<file path="config.mk">
export PLATFORM = sky130hd
export DESIGN_NAME = sample_trim_table_top
export DESIGN_NICKNAME = d
export VERILOG_FILES = /design/src/stt_pkg.sv /design/src/stt_ctrl.sv /design/src/stt_datapath.sv /design/src/sample_trim_table_top.sv
export SDC_FILE = /design/constraint.sdc
export NUM_CORES = 2
export LEC_CHECK = 0
export ABC_AREA = 1
export BUFFER_PORTS_ARGS = -buffer_cell sky130_fd_sc_hd__buf_2
export CAP_MARGIN = 20
export CORE_UTILIZATION = 25
export DETAILED_ROUTE_END_ITERATION = 8
export PLACE_DENSITY = 0.49
export SLEW_MARGIN = 5
export SYNTH_ARGS = -nofsm -noshare
export SYNTH_HDL_FRONTEND = slang
export SYNTH_SLANG_ARGS = --single-unit
</file>
<file path="constraint.sdc">
create_clock -name clk -period 8.35 [get_ports clk]
set_clock_uncertainty 0.1 [all_clocks]
set_input_delay 2.505 -clock clk [delete_from_list [all_inputs] [get_ports clk]]
set_output_delay 2.505 -clock clk [all_outputs]
set_load 0.02 [all_outputs]
</file>
<file path="src/stt_pkg.sv">
// Shared types and constants for the sample trim table.
// Used by the controller, the datapath, the top level and the port checker.
package stt_pkg;

  localparam int TABLE_ENTRIES_DEF = 32;
  localparam int KEY_W             = 8;
  localparam int FRAME_W           = 32;
  localparam int COUNT_OUT_W       = 6;

  // request opcodes
  localparam logic CMD_SET    = 1'b0;
  localparam logic CMD_LOOKUP = 1'b1;

  typedef enum logic [2:0] {
    ST_UPDATED  = 3'd0,
    ST_INSERTED = 3'd1,
    ST_REMOVED  = 3'd2,
    ST_NOTHING  = 3'd3,
    ST_FULL     = 3'd4
  } status_t;

  typedef enum logic [2:0] {
    S_IDLE,
    S_SEARCH,
    S_RLAST,
    S_MOVE,
    S_DONE
  } state_t;

  // one stored trim record
  typedef struct packed {
    logic [KEY_W-1:0]   key;
    logic [FRAME_W-1:0] start_fr;
    logic [FRAME_W-1:0] end_fr;
    logic               lp;
  } entry_t;

  // controller to datapath
  typedef struct packed {
    logic    accept;
    logic    search;
    logic    hit_save;
    logic    read_last;
    logic    wr_update;
    logic    wr_append;
    logic    wr_move;
    logic    cnt_inc;
    logic    cnt_dec;
    logic    set_status;
    logic    found_load;
    logic    out_load;
    status_t code;
  } ctl_cmd_t;

  // datapath to controller
  typedef struct packed {
    logic hit;
    logic miss;
    logic lookup;
    logic remove;
    logic full;
    logic out_busy;
  } dp_stat_t;

endpackage

</file>
<file path="src/stt_ctrl.sv">
// Sequencer for the sample trim table: search, remove move, result hand-off.
// Depends on stt_pkg.
module stt_ctrl (
  input  logic              clk,
  input  logic              rst,
  input  logic              in_valid,
  output logic              in_ready,
  input  stt_pkg::dp_stat_t stat,
  output stt_pkg::ctl_cmd_t ctl
);
  import stt_pkg::*;

  state_t state, state_next;

  // state register
  always_ff @(posedge clk) begin
    if (rst) begin
      state <= S_IDLE;
    end else begin
      state <= state_next;
    end
  end

  // next state
  always_comb begin
    state_next = state;
    unique case (state)
      S_IDLE: begin
        if (in_valid) state_next = S_SEARCH;
      end
      S_SEARCH: begin
        if (stat.hit && !stat.lookup && stat.remove) state_next = S_RLAST;
        else if (stat.hit || stat.miss) state_next = S_DONE;
      end
      S_RLAST: state_next = S_MOVE;
      S_MOVE:  state_next = S_DONE;
      S_DONE: begin
        if (!stat.out_busy) state_next = S_IDLE;
      end
      default: state_next = S_IDLE;
    endcase
  end

  // command outputs
  always_comb begin
    ctl      = '0;
    ctl.code = ST_NOTHING;
    in_ready = 1'b0;
    unique case (state)
      S_IDLE: begin
        in_ready   = 1'b1;
        ctl.accept = in_valid;
      end
      S_SEARCH: begin
        ctl.search = 1'b1;
        if (stat.hit) begin
          ctl.hit_save   = 1'b1;
          ctl.set_status = 1'b1;
          if (stat.lookup) begin
            ctl.found_load = 1'b1;
            ctl.code       = ST_NOTHING;
          end else if (stat.remove) begin
            ctl.code = ST_REMOVED;
          end else begin
            ctl.wr_update = 1'b1;
            ctl.code      = ST_UPDATED;
          end
        end else if (stat.miss) begin
          ctl.set_status = 1'b1;
          if (stat.lookup || stat.remove) begin
            ctl.code = ST_NOTHING;
          end else if (stat.full) begin
            ctl.code = ST_FULL;
          end else begin
            ctl.wr_append = 1'b1;
            ctl.cnt_inc   = 1'b1;
            ctl.code      = ST_INSERTED;
          end
        end
      end
      S_RLAST: ctl.read_last = 1'b1;
      S_MOVE: begin
        ctl.wr_move = 1'b1;
        ctl.cnt_dec = 1'b1;
      end
      S_DONE: ctl.out_load = !stat.out_busy;
      default: ;
    endcase
  end

endmodule

</file>
<file path="src/stt_datapath.sv">
// Datapath of the sample trim table: request latch, entry memory, scan
// pointers, entry count and the output register. Depends on stt_pkg.
module stt_datapath #(
  parameter int TABLE_ENTRIES = stt_pkg::TABLE_ENTRIES_DEF
) (
  input  logic                               clk,
  input  logic                               rst,
  input  stt_pkg::ctl_cmd_t                  ctl,
  output stt_pkg::dp_stat_t                  stat,
  input  logic                               cmd,
  input  logic [stt_pkg::KEY_W-1:0]          sample_id,
  input  logic [stt_pkg::FRAME_W-1:0]        start_frame,
  input  logic [stt_pkg::FRAME_W-1:0]        end_frame,
  input  logic                               loop_flag,
  output logic                               out_valid,
  input  logic                               out_ready,
  output logic [2:0]                         status,
  output logic                               found,
  output logic [stt_pkg::FRAME_W-1:0]        found_start,
  output logic [stt_pkg::FRAME_W-1:0]        found_end,
  output logic                               found_loop,
  output logic [stt_pkg::COUNT_OUT_W-1:0]    entry_count
);
  import stt_pkg::*;

  localparam int IDX_W = (TABLE_ENTRIES > 1) ? $clog2(TABLE_ENTRIES) : 1;
  localparam int CNT_W = $clog2(TABLE_ENTRIES + 1);

  // latched request
  logic               req_cmd;
  logic [KEY_W-1:0]   req_key;
  logic [FRAME_W-1:0] req_start;
  logic [FRAME_W-1:0] req_end;
  logic               req_loop;

  // table state and scan
  entry_t             mem [TABLE_ENTRIES];
  entry_t             rd_data;
  logic [CNT_W-1:0]   count;
  logic [CNT_W-1:0]   count_m1;
  logic [CNT_W-1:0]   rd_ptr;
  logic [CNT_W-1:0]   cmp_ptr;
  logic               cmp_vld;
  logic [IDX_W-1:0]   hit_idx;

  // staged result
  status_t            stat_q;
  logic               fnd_q;
  logic [FRAME_W-1:0] fs_q;
  logic [FRAME_W-1:0] fe_q;
  logic               fl_q;

  logic               more;
  logic               rd_en;
  logic [IDX_W-1:0]   rd_addr;
  logic               wr_en;
  logic [IDX_W-1:0]   wr_addr;
  entry_t             wr_data;
  logic               key_eq;

  assign count_m1 = count - 1'b1;
  assign more     = (rd_ptr < count);
  assign key_eq   = (rd_data.key == req_key);

  // status to controller
  assign stat.hit      = cmp_vld && key_eq;
  assign stat.miss     = !(cmp_vld && key_eq) &&
                         (cmp_vld ? (cmp_ptr == count_m1) : !more);
  assign stat.lookup   = (req_cmd == CMD_LOOKUP);
  assign stat.remove   = (req_start == '0) && (req_end == '0) && !req_loop;
  assign stat.full     = (count == CNT_W'(TABLE_ENTRIES));
  assign stat.out_busy = out_valid && !out_ready;

  // request latch
  always_ff @(posedge clk) begin
    if (ctl.accept) begin
      req_cmd   <= cmd;
      req_key   <= sample_id;
      req_start <= start_frame;
      req_end   <= end_frame;
      req_loop  <= loop_flag;
    end
  end

  // scan pointers: issue one read per cycle, compare the previous one
  always_ff @(posedge clk) begin
    if (rst) begin
      cmp_vld <= 1'b0;
    end else if (ctl.accept) begin
      rd_ptr  <= '0;
      cmp_vld <= 1'b0;
    end else if (ctl.search) begin
      cmp_vld <= more;
      if (more) begin
        rd_ptr  <= rd_ptr + 1'b1;
        cmp_ptr <= rd_ptr;
      end
    end
  end

  always_ff @(posedge clk) begin
    if (ctl.hit_save) hit_idx <= cmp_ptr[IDX_W-1:0];
  end

  // memory port selection
  assign rd_en   = (ctl.search && more) || ctl.read_last;
  assign rd_addr = ctl.read_last ? count_m1[IDX_W-1:0] : rd_ptr[IDX_W-1:0];
  assign wr_en   = ctl.wr_update || ctl.wr_append || ctl.wr_move;

  always_comb begin
    wr_addr = hit_idx;
    wr_data = rd_data;
    if (ctl.wr_update) begin
      wr_addr = cmp_ptr[IDX_W-1:0];
    end else if (ctl.wr_append) begin
      wr_addr = count[IDX_W-1:0];
    end
    if (!ctl.wr_move) begin
      wr_data = '{key: req_key, start_fr: req_start, end_fr: req_end, lp: req_loop};
    end
  end

  // entry memory, registered read
  always_ff @(posedge clk) begin
    if (wr_en) mem[wr_addr] <= wr_data;
    if (rd_en) rd_data <= mem[rd_addr];
  end

  // entry count
  always_ff @(posedge clk) begin
    if (rst) begin
      count <= '0;
    end else if (ctl.cnt_inc) begin
      count <= count + 1'b1;
    end else if (ctl.cnt_dec) begin
      count <= count_m1;
    end
  end

  // result staging
  always_ff @(posedge clk) begin
    if (ctl.set_status) begin
      stat_q <= ctl.code;
      fnd_q  <= ctl.found_load;
      fs_q   <= ctl.found_load ? rd_data.start_fr : '0;
      fe_q   <= ctl.found_load ? rd_data.end_fr : '0;
      fl_q   <= ctl.found_load && rd_data.lp;
    end
  end

  // output register
  always_ff @(posedge clk) begin
    if (rst) begin
      out_valid <= 1'b0;
    end else if (ctl.out_load) begin
      out_valid <= 1'b1;
    end else if (out_ready) begin
      out_valid <= 1'b0;
    end
  end

  always_ff @(posedge clk) begin
    if (ctl.out_load) begin
      status      <= stat_q;
      found       <= fnd_q;
      found_start <= fs_q;
      found_end   <= fe_q;
      found_loop  <= fl_q;
      entry_count <= COUNT_OUT_W'(count);
    end
  end

endmodule

</file>
<file path="src/sample_trim_table_top.sv">
// Top level of the sample trim table: controller plus datapath.
// Depends on stt_pkg, stt_ctrl and stt_datapath.
//
//  channel  | signals               | payload
//  ---------+-----------------------+------------------------------------------
//  request  | in_valid / in_ready   | cmd, sample_id, start_frame, end_frame,
//           |                       | loop_flag
//  result   | out_valid / out_ready | status, found, found_start, found_end,
//           |                       | found_loop, entry_count
//
// One request at a time. The scan reads one entry per cycle from the entry
// memory, so the time from a request's accept to the next accept grows with n,
// n being the entries scanned up to the match, or all valid entries on a miss
// (up to TABLE_ENTRIES); a remove then fetches the last entry (S_RLAST) and
// moves it into the hole (S_MOVE). A result waits in the output register;
// the next request is taken while it waits, and the block only stalls before
// handing over the following result. rst clears the count and the handshakes;
// the entry memory needs no clearing.
module sample_trim_table_top #(
  parameter int TABLE_ENTRIES = stt_pkg::TABLE_ENTRIES_DEF
) (
  input  logic                               clk,
  input  logic                               rst,
  input  logic                               in_valid,
  output logic                               in_ready,
  input  logic                               cmd,
  input  logic [stt_pkg::KEY_W-1:0]          sample_id,
  input  logic [stt_pkg::FRAME_W-1:0]        start_frame,
  input  logic [stt_pkg::FRAME_W-1:0]        end_frame,
  input  logic                               loop_flag,
  output logic                               out_valid,
  input  logic                               out_ready,
  output logic [2:0]                         status,
  output logic                               found,
  output logic [stt_pkg::FRAME_W-1:0]        found_start,
  output logic [stt_pkg::FRAME_W-1:0]        found_end,
  output logic                               found_loop,
  output logic [stt_pkg::COUNT_OUT_W-1:0]    entry_count
);
  import stt_pkg::*;

  ctl_cmd_t ctl;
  dp_stat_t stat;

  // sequencer
  stt_ctrl u_ctrl (
    .clk      (clk),
    .rst      (rst),
    .in_valid (in_valid),
    .in_ready (in_ready),
    .stat     (stat),
    .ctl      (ctl)
  );

  // table and result path
  stt_datapath #(
    .TABLE_ENTRIES (TABLE_ENTRIES)
  ) u_dp (
    .clk         (clk),
    .rst         (rst),
    .ctl         (ctl),
    .stat        (stat),
    .cmd         (cmd),
    .sample_id   (sample_id),
    .start_frame (start_frame),
    .end_frame   (end_frame),
    .loop_flag   (loop_flag),
    .out_valid   (out_valid),
    .out_ready   (out_ready),
    .status      (status),
    .found       (found),
    .found_start (found_start),
    .found_end   (found_end),
    .found_loop  (found_loop),
    .entry_count (entry_count)
  );

endmodule

</file>
; Word-level counts from Yosys, hierarchy flattened
; Memories as Yosys holds them, arrays and structs flattened. A register that Yosys moved wholly into a read port is not among the register bits.
; Cells that the tools add are included.
[op_classes]
add_sub_neg = 3
n_mul = 0
div_mod_pow = 0
n_lt_le_gt_ge = 1
n_eq_ne = 10
n_shift = 0
mux = 45
bitwise_logic = 2
reduce_logical = 31
[ops]
columns = op, count
row1 = two-way mux 73 bit, 1
row2 = zero test 32 bit, 2
row3 = two-way mux 3 bit, 9
row4 = two-way mux 6 bit, 4
row5 = two-way mux 1 bit, 23
row6 = two-way mux 5 bit, 3
row7 = one-hot mux 3 bit (5 select lines), 1
row8 = adder 6 x 1 -> 6 bit (second input constant), 2
row9 = logical AND 1 bit, 9
row10 = == test 8 bit, 1
row11 = two-way mux 2 bit, 4
row12 = nonzero test 2 bit, 4
row13 = == test 3 x 2 -> 1 bit (second input constant), 2
row14 = == test 6 bit, 1
row15 = == test 6 bit (second input constant), 1
row16 = zero test 1 bit, 6
row17 = less-than comparator 6 bit, 1
row18 = AND reduction 3 bit, 2
row19 = subtractor 6 x 1 -> 6 bit (second input constant), 1
row20 = logical OR 1 bit, 5
row21 = != test 2 bit (second input constant), 2
row22 = AND reduction 4 bit, 1
row23 = == test 3 x 1 -> 1 bit (second input constant), 1
row24 = == test 3 bit (second input constant), 1
row25 = other kinds (4), 5
[word_totals]
regBits = 246
latchBits = 0
ram_bits = 2336
romBits = 0
in_bits = 78
n_memories = 1
[memory_table]
columns = name, depth, width, rd, rd_ports_with_merged_regs, wr, line
row1 = u_dp.mem, 32, 73, 1, 1, 1, stt_datapath.sv:37  ; entry_t mem [TABLE_ENTRIES];

; Depth between registers and ports, before layout
[depth]
word_depth = 12
ltp_mapped = 18
ltp_nobuf = 18

; Hierarchy
; From an unflattened synthesis, not the netlist that was laid out.
[hier_totals]
hier_cells = 8807
hier_area_um2 = 106798.7
[modules_own_cells]
columns = mod, instances, cells_each, area_per_inst_um2, seq_area_each_um2
row1 = stt_datapath, 1, 8758, 106505.9, 79556.3
row2 = stt_ctrl, 1, 49, 292.8, 60.1

; Worst setup path before layout
; OpenSTA, ideal clock, no wires.
[synth_path]
path_kind = input port to flip-flop
start = input port out_ready
end = register u_dp.entry_count[0] in the netlist's numbering (enable)
setup_time_ps = 508
arrival_ps = 5674
required_time_ps = 7742
slack_ps = 2067
stages = 2
cell_sequence = nor2_1 -> nor2_1
[synth_rtl]
columns = item, line
row1 = "start, declared", sample_trim_table_top.sv:32  ; input logic out_ready,
row2 = "end signal, assigned", stt_datapath.sv:169  ; entry_count <= COUNT_OUT_W'(count);
row3 = "end, declared", stt_datapath.sv:22  ; output logic [stt_pkg::COUNT_OUT_W-1:0] entry_count

; Worst setup path in the final report
[layout_path]
start = register u_dp.req_start[18]
end = memory u_dp.mem[0][62] in the netlist's numbering (enable)
[layout_between]
elab_chain_cells = 12
[layout_rtl]
columns = item, line
row1 = "start, declared", stt_datapath.sv:32  ; logic [FRAME_W-1:0] req_start;
row2 = "start signal, assigned", stt_datapath.sv:79  ; req_start <= start_frame;
row3 = zero test 32 bit (*), stt_datapath.sv:70  ; assign stat.remove = (req_start == '0) && (req_end == '0) && !req_loop;
row4 = logical AND 1 bit (*) (2 in series), stt_datapath.sv:70
row5 = logical OR 1 bit, stt_ctrl.sv:70  ; if (stat.lookup || stat.remove) begin
row6 = two-way mux 1 bit, stt_ctrl.sv:70
row7 = two-way mux 1 bit, stt_ctrl.sv:68  ; end else if (stat.miss) begin
row8 = two-way mux 1 bit, stt_ctrl.sv:56  ; if (stat.hit) begin
row9 = two-way mux 2 bit (*), stt_ctrl.sv:49  ; unique case (state)
row10 = logical OR 1 bit (2 in series), stt_datapath.sv:108  ; assign wr_en = ctl.wr_update || ctl.wr_append || ctl.wr_move;
row11 = two-way mux 1 bit, stt_datapath.sv:125  ; if (wr_en) mem[wr_addr] <= wr_data;
row12 = two-way mux 1 bit (implied by the code), stt_datapath.sv:125
row13 = "end, declared", stt_datapath.sv:37
; Every way passes the cells marked *; elsewhere a longest branch is shown, timed or not.

==> qor.txt <==
=================================================================================
Drt wl/cell                                                               23.2 µm
Worst-case vdd ir drop                                                   0.189 mV
Summed negative setup slack over all endpoints                               0 ns
Comb power frac                                                             15.2%
Power after layout                                                       33300 µW
Later-pin clock latency in the skew report                                0.89 ns
Residual DRC count                                                              0
Wire length of the first global-routing pass                               454 mm
Top layer used by detailed routing                                           met5
Die span in y                                                              645 µm
Vias per cell                                                                4.83
I/O Buffers                                                                   154
Library cell used as clock root buffer                               sky130_fd_sc_hd__clkbuf_16
Maximum number of pins on one net before global-route repair                  249
Final estimated routing congestion in global placement                      0.785
Kind of path behind the tightest hold check                               reg2reg
Crit path DAT                                                             6.16 ns
First element of the critical path                                   u_dp.req_start[18]
Reg-to-reg critical path endpoint                                    u_dp.mem[0][62]
Count of clock tree sinks                                                    2655
Area growth, synth to finish                                                16.5%
Sequential cell area fraction in the yosys report                           77.1%
Fraction of post-synthesis cell area in the top cell type by area           76.9%
List of most frequent post-synthesis cells                           2644 x sky130_fd_sc_hd__edfxtp_1, 1464 x sky130_fd_sc_hd__nor2_1, 1179 x sky130_fd_sc_hd__o21ai_0, 603 x sky130_fd_sc_hd__nand2_1, 600 x sky130_fd_sc_hd__o22ai_1
Met2 Routed Length                                                         146 mm
Number of cell rows                                                           235
Residual overflow from global routing                                           0
Switching Share                                                             28.0%
Layout cells sized above 1                                                  10.4%
Number of resized instances in the post-cts repair step                         0
Worst reg2reg startpoint                                             u_dp.req_start[18]
First-pass iteration count of the detailed router                               6
Post-route minimum period                                                 5.76 ns
Nets                                                                         7978
Number of library cell types mapped by synthesis                               39
Via count of the first global-routing pass                                  64063
Share of power burned in the clock network                                  37.7%
Placeable Area                                                         410000 µm²
Minimum setup slack among reg-to-reg paths                                2.59 ns
Die footprint                                                          415000 µm²
Via count                                                                   65533
CTS clock-pin slew for the worst setup and hold paths                     0.06 ns
Hold Crit Start                                                      u_dp.fe_q[18]
Critical Path Sink                                                   u_dp.mem[0][62]
Die X                                                                      645 µm
Fraction of synthesis flops using an asynchronous set or reset pin             0%
Max Slew Vio Count                                                              0
Level count of the clock H-tree                                                 5
Largest driver fanout on the critical path                                     28
Flops & latches, synth                                                       2655
Starting DRT DRC Count                                                       7020
Post-Syn Area per Cell                                                   13.3 µm²
Met3 WL post-DR                                                           19.3 mm
Commonest register cell after synthesis                              sky130_fd_sc_hd__edfxtp_1
Starting density of the core                                                25.1%
Int Pwr                                                                  24000 µW
Total GRT Usage                                                             14.6%
Outcome                                                              complete, no violations
Area taken by multi-input logic gates                                   21300 µm²
Required @ worst endpoint                                                 8.75 ns
Most frequent cell after synthesis                                   sky130_fd_sc_hd__edfxtp_1
Leakage dissipation                                                     0.0384 µW
Warnings from Yosys                                                             0
Synth Instances                                                              7771
Worst Setup End Kind                                                     register
Ports                                                                         155
Clock tree from TritonCTS                                                    done
Half-perimeter wire length after detailed placement                        166 mm
Slew margin rel.                                                            19.1%
Buffers from clock root to sink, at most                                        4
Worst-case reg-to-reg path depth                                               16
Number of antenna violations at the first check in global routing              17
Post-route design area                                                 120000 µm²
Category of the most critical setup path                                  reg2reg
Period utilisation layout                                                   69.0%
Number of enable flip-flop cells after synthesis                             2644
Total clock buffers created by CTS                                            295
Setup repair after global routing missed its margin                         false
Post-DP Area                                                           111000 µm²
Pwr Density                                                            277 nW/µm²
Final number of setup-violating endpoints                                       0
Top post-synthesis cells by area                                     sky130_fd_sc_hd__edfxtp_1 77%, sky130_fd_sc_hd__o21ai_0 5.7%, sky130_fd_sc_hd__nor2_1 5.3%
Transition at the pin with the smallest max-transition slack              1.21 ns
Netlist area before placement                                          103000 µm²
Final hold vios                                                                 0
Setup crit start kind                                                    register
Final antenna-violating net count                                               0
MaxCap Viol Count                                                               0
Setup fix buffers added after clock tree synthesis                              0
Seq. cell area                                                          79600 µm²
Library cell with the largest summed area after synthesis            sky130_fd_sc_hd__edfxtp_1
Routed metal-1 wirelength                                                  143 mm
Max Fclk                                                                  173 MHz
Drt total wl                                                               315 mm
Net switching power                                                       9330 µW
Power share of the sequential group                                         47.1%
Final hold slack                                                         0.314 ns
Synthesized netlist net count                                                7858
Number of filler cells placed in the layout                                 41401
Hold-fix buffer count after cts                                                 0
=================================================================================
[cells by family (layout without fill, tap and decap cells)]
family	count (synthesis)	after routing	synth area share (%)
compound gates	2072	2072	11.0
simple gates	2372	2372	9.07
mux	1	1	0.0109
fa+ha+maj	9	9	0.109
buf+inv	652	996	2.62
other cells	0	5	0
flops	2655	2655	77.1
xor+xnor	10	10	0.0982
[layer usage]
| layer | vias up | global-route usage [%] |
|---|---|---|
| met3 | 403 | 1.74 |
| met1 | 33680 | 20.9 |
| li1 | 29043 | - |
| met5 | - | 0 |
| met2 | 2405 | 23.4 |
| met4 | 2 | 3.49 |
[how the worst min path moves through the flow]
stage | end | depth (start not counted)
global route | u_dp.found_end[29] | 0
floorplan | u_dp.found | 0
global placement | u_dp.found_start[15] | 0
finish | u_dp.found_end[18] | 0
CTS | u_dp.found_start[22] | 0
detailed placement | u_dp.found_end[25] | 0
[cells in the final DEF, fill, tap and decap left out, types with 63 or more instances in the layout]
cell,count
sky130_fd_sc_hd__edfxtp_1,2644
sky130_fd_sc_hd__nor2_1,1431
sky130_fd_sc_hd__o21ai_0,1105
sky130_fd_sc_hd__nand2_1,601
sky130_fd_sc_hd__o22ai_1,600
sky130_fd_sc_hd__clkbuf_16,302
sky130_fd_sc_hd__o21ai_1,266
sky130_fd_sc_hd__nand3_1,265
sky130_fd_sc_hd__buf_2,154
sky130_fd_sc_hd__buf_4,147
sky130_fd_sc_hd__inv_1,117
sky130_fd_sc_hd__clkbuf_1,63
[sequential cells by signal, summed over array words and instances, names as in the netlist, 8 cells and up]
| name | flops |
|---|---|
| u_dp.found_start | 32 |
| u_dp.mem | 2336 |
| u_dp.fs_q | 32 |
| u_dp.req_key | 8 |
| u_dp.req_end | 32 |
| u_dp.found_end | 32 |
| u_dp.rd_data | 73 |
| u_dp.fe_q | 32 |
| u_dp.req_start | 32 |
[layout make-up]
class / instances / area share [%]
antenna: 5 / 0.0104
clock buffer: 368 / 6.51
clock inverter: 153 / 1.15
inverter: 127 / 0.443
multi-input combinational: 4464 / 17.7
sequential: 2655 / 66.2
tap: 5451 / 5.67
timing repair buffer: 348 / 2.28
[power groups by stage]
stage          Combinational [µW]  Clock (µW)  Sequential, µW
2_1_floorplan                2950           0           16100
5_1_grt                      5540       13300           15700
3_5_place_dp                 5090           0           16000
6_report                     5080       12600           15700
3_3_place_gp                 4980           0           16000
4_1_cts                      5100       12800           15700
[through the flow]
| step | instances | setup slack, ns | utilization, % |
|---|---|---|---|
| floorplan | 7771 | 2.07 | - |
| CTS | 13566 | 2.36 | 29.3 |
| global route | 13567 | 2.24 | 29.3 |
| global placement | 13025 | 2.44 | 27.0 |
| finish | 13571 | 2.59 | 29.3 |
| detailed placement | 13045 | 2.43 | 27.1 |
[critical path, cell delays in order, from the launching register on]
cell	delay (ns)
sky130_fd_sc_hd__edfxtp_1	0.39
sky130_fd_sc_hd__nor2_1	0.13
sky130_fd_sc_hd__nand2_1	0.26
sky130_fd_sc_hd__nor2_1	0.31
sky130_fd_sc_hd__nand2_1	0.08
sky130_fd_sc_hd__nor2_1	0.76
sky130_fd_sc_hd__nand3_1	0.30
sky130_fd_sc_hd__nand2_1	0.18
sky130_fd_sc_hd__nor2_2	0.10
sky130_fd_sc_hd__nand3_2	0.28
sky130_fd_sc_hd__nand2_1	0.13
sky130_fd_sc_hd__nand2_1	0.08
sky130_fd_sc_hd__nand2_1	0.06
sky130_fd_sc_hd__nand2_1	0.14
sky130_fd_sc_hd__nand3_2	0.38
sky130_fd_sc_hd__nor2_4	0.97
sky130_fd_sc_hd__buf_4	0.64
No activity file was read; power rests on OpenSTA's default activity.
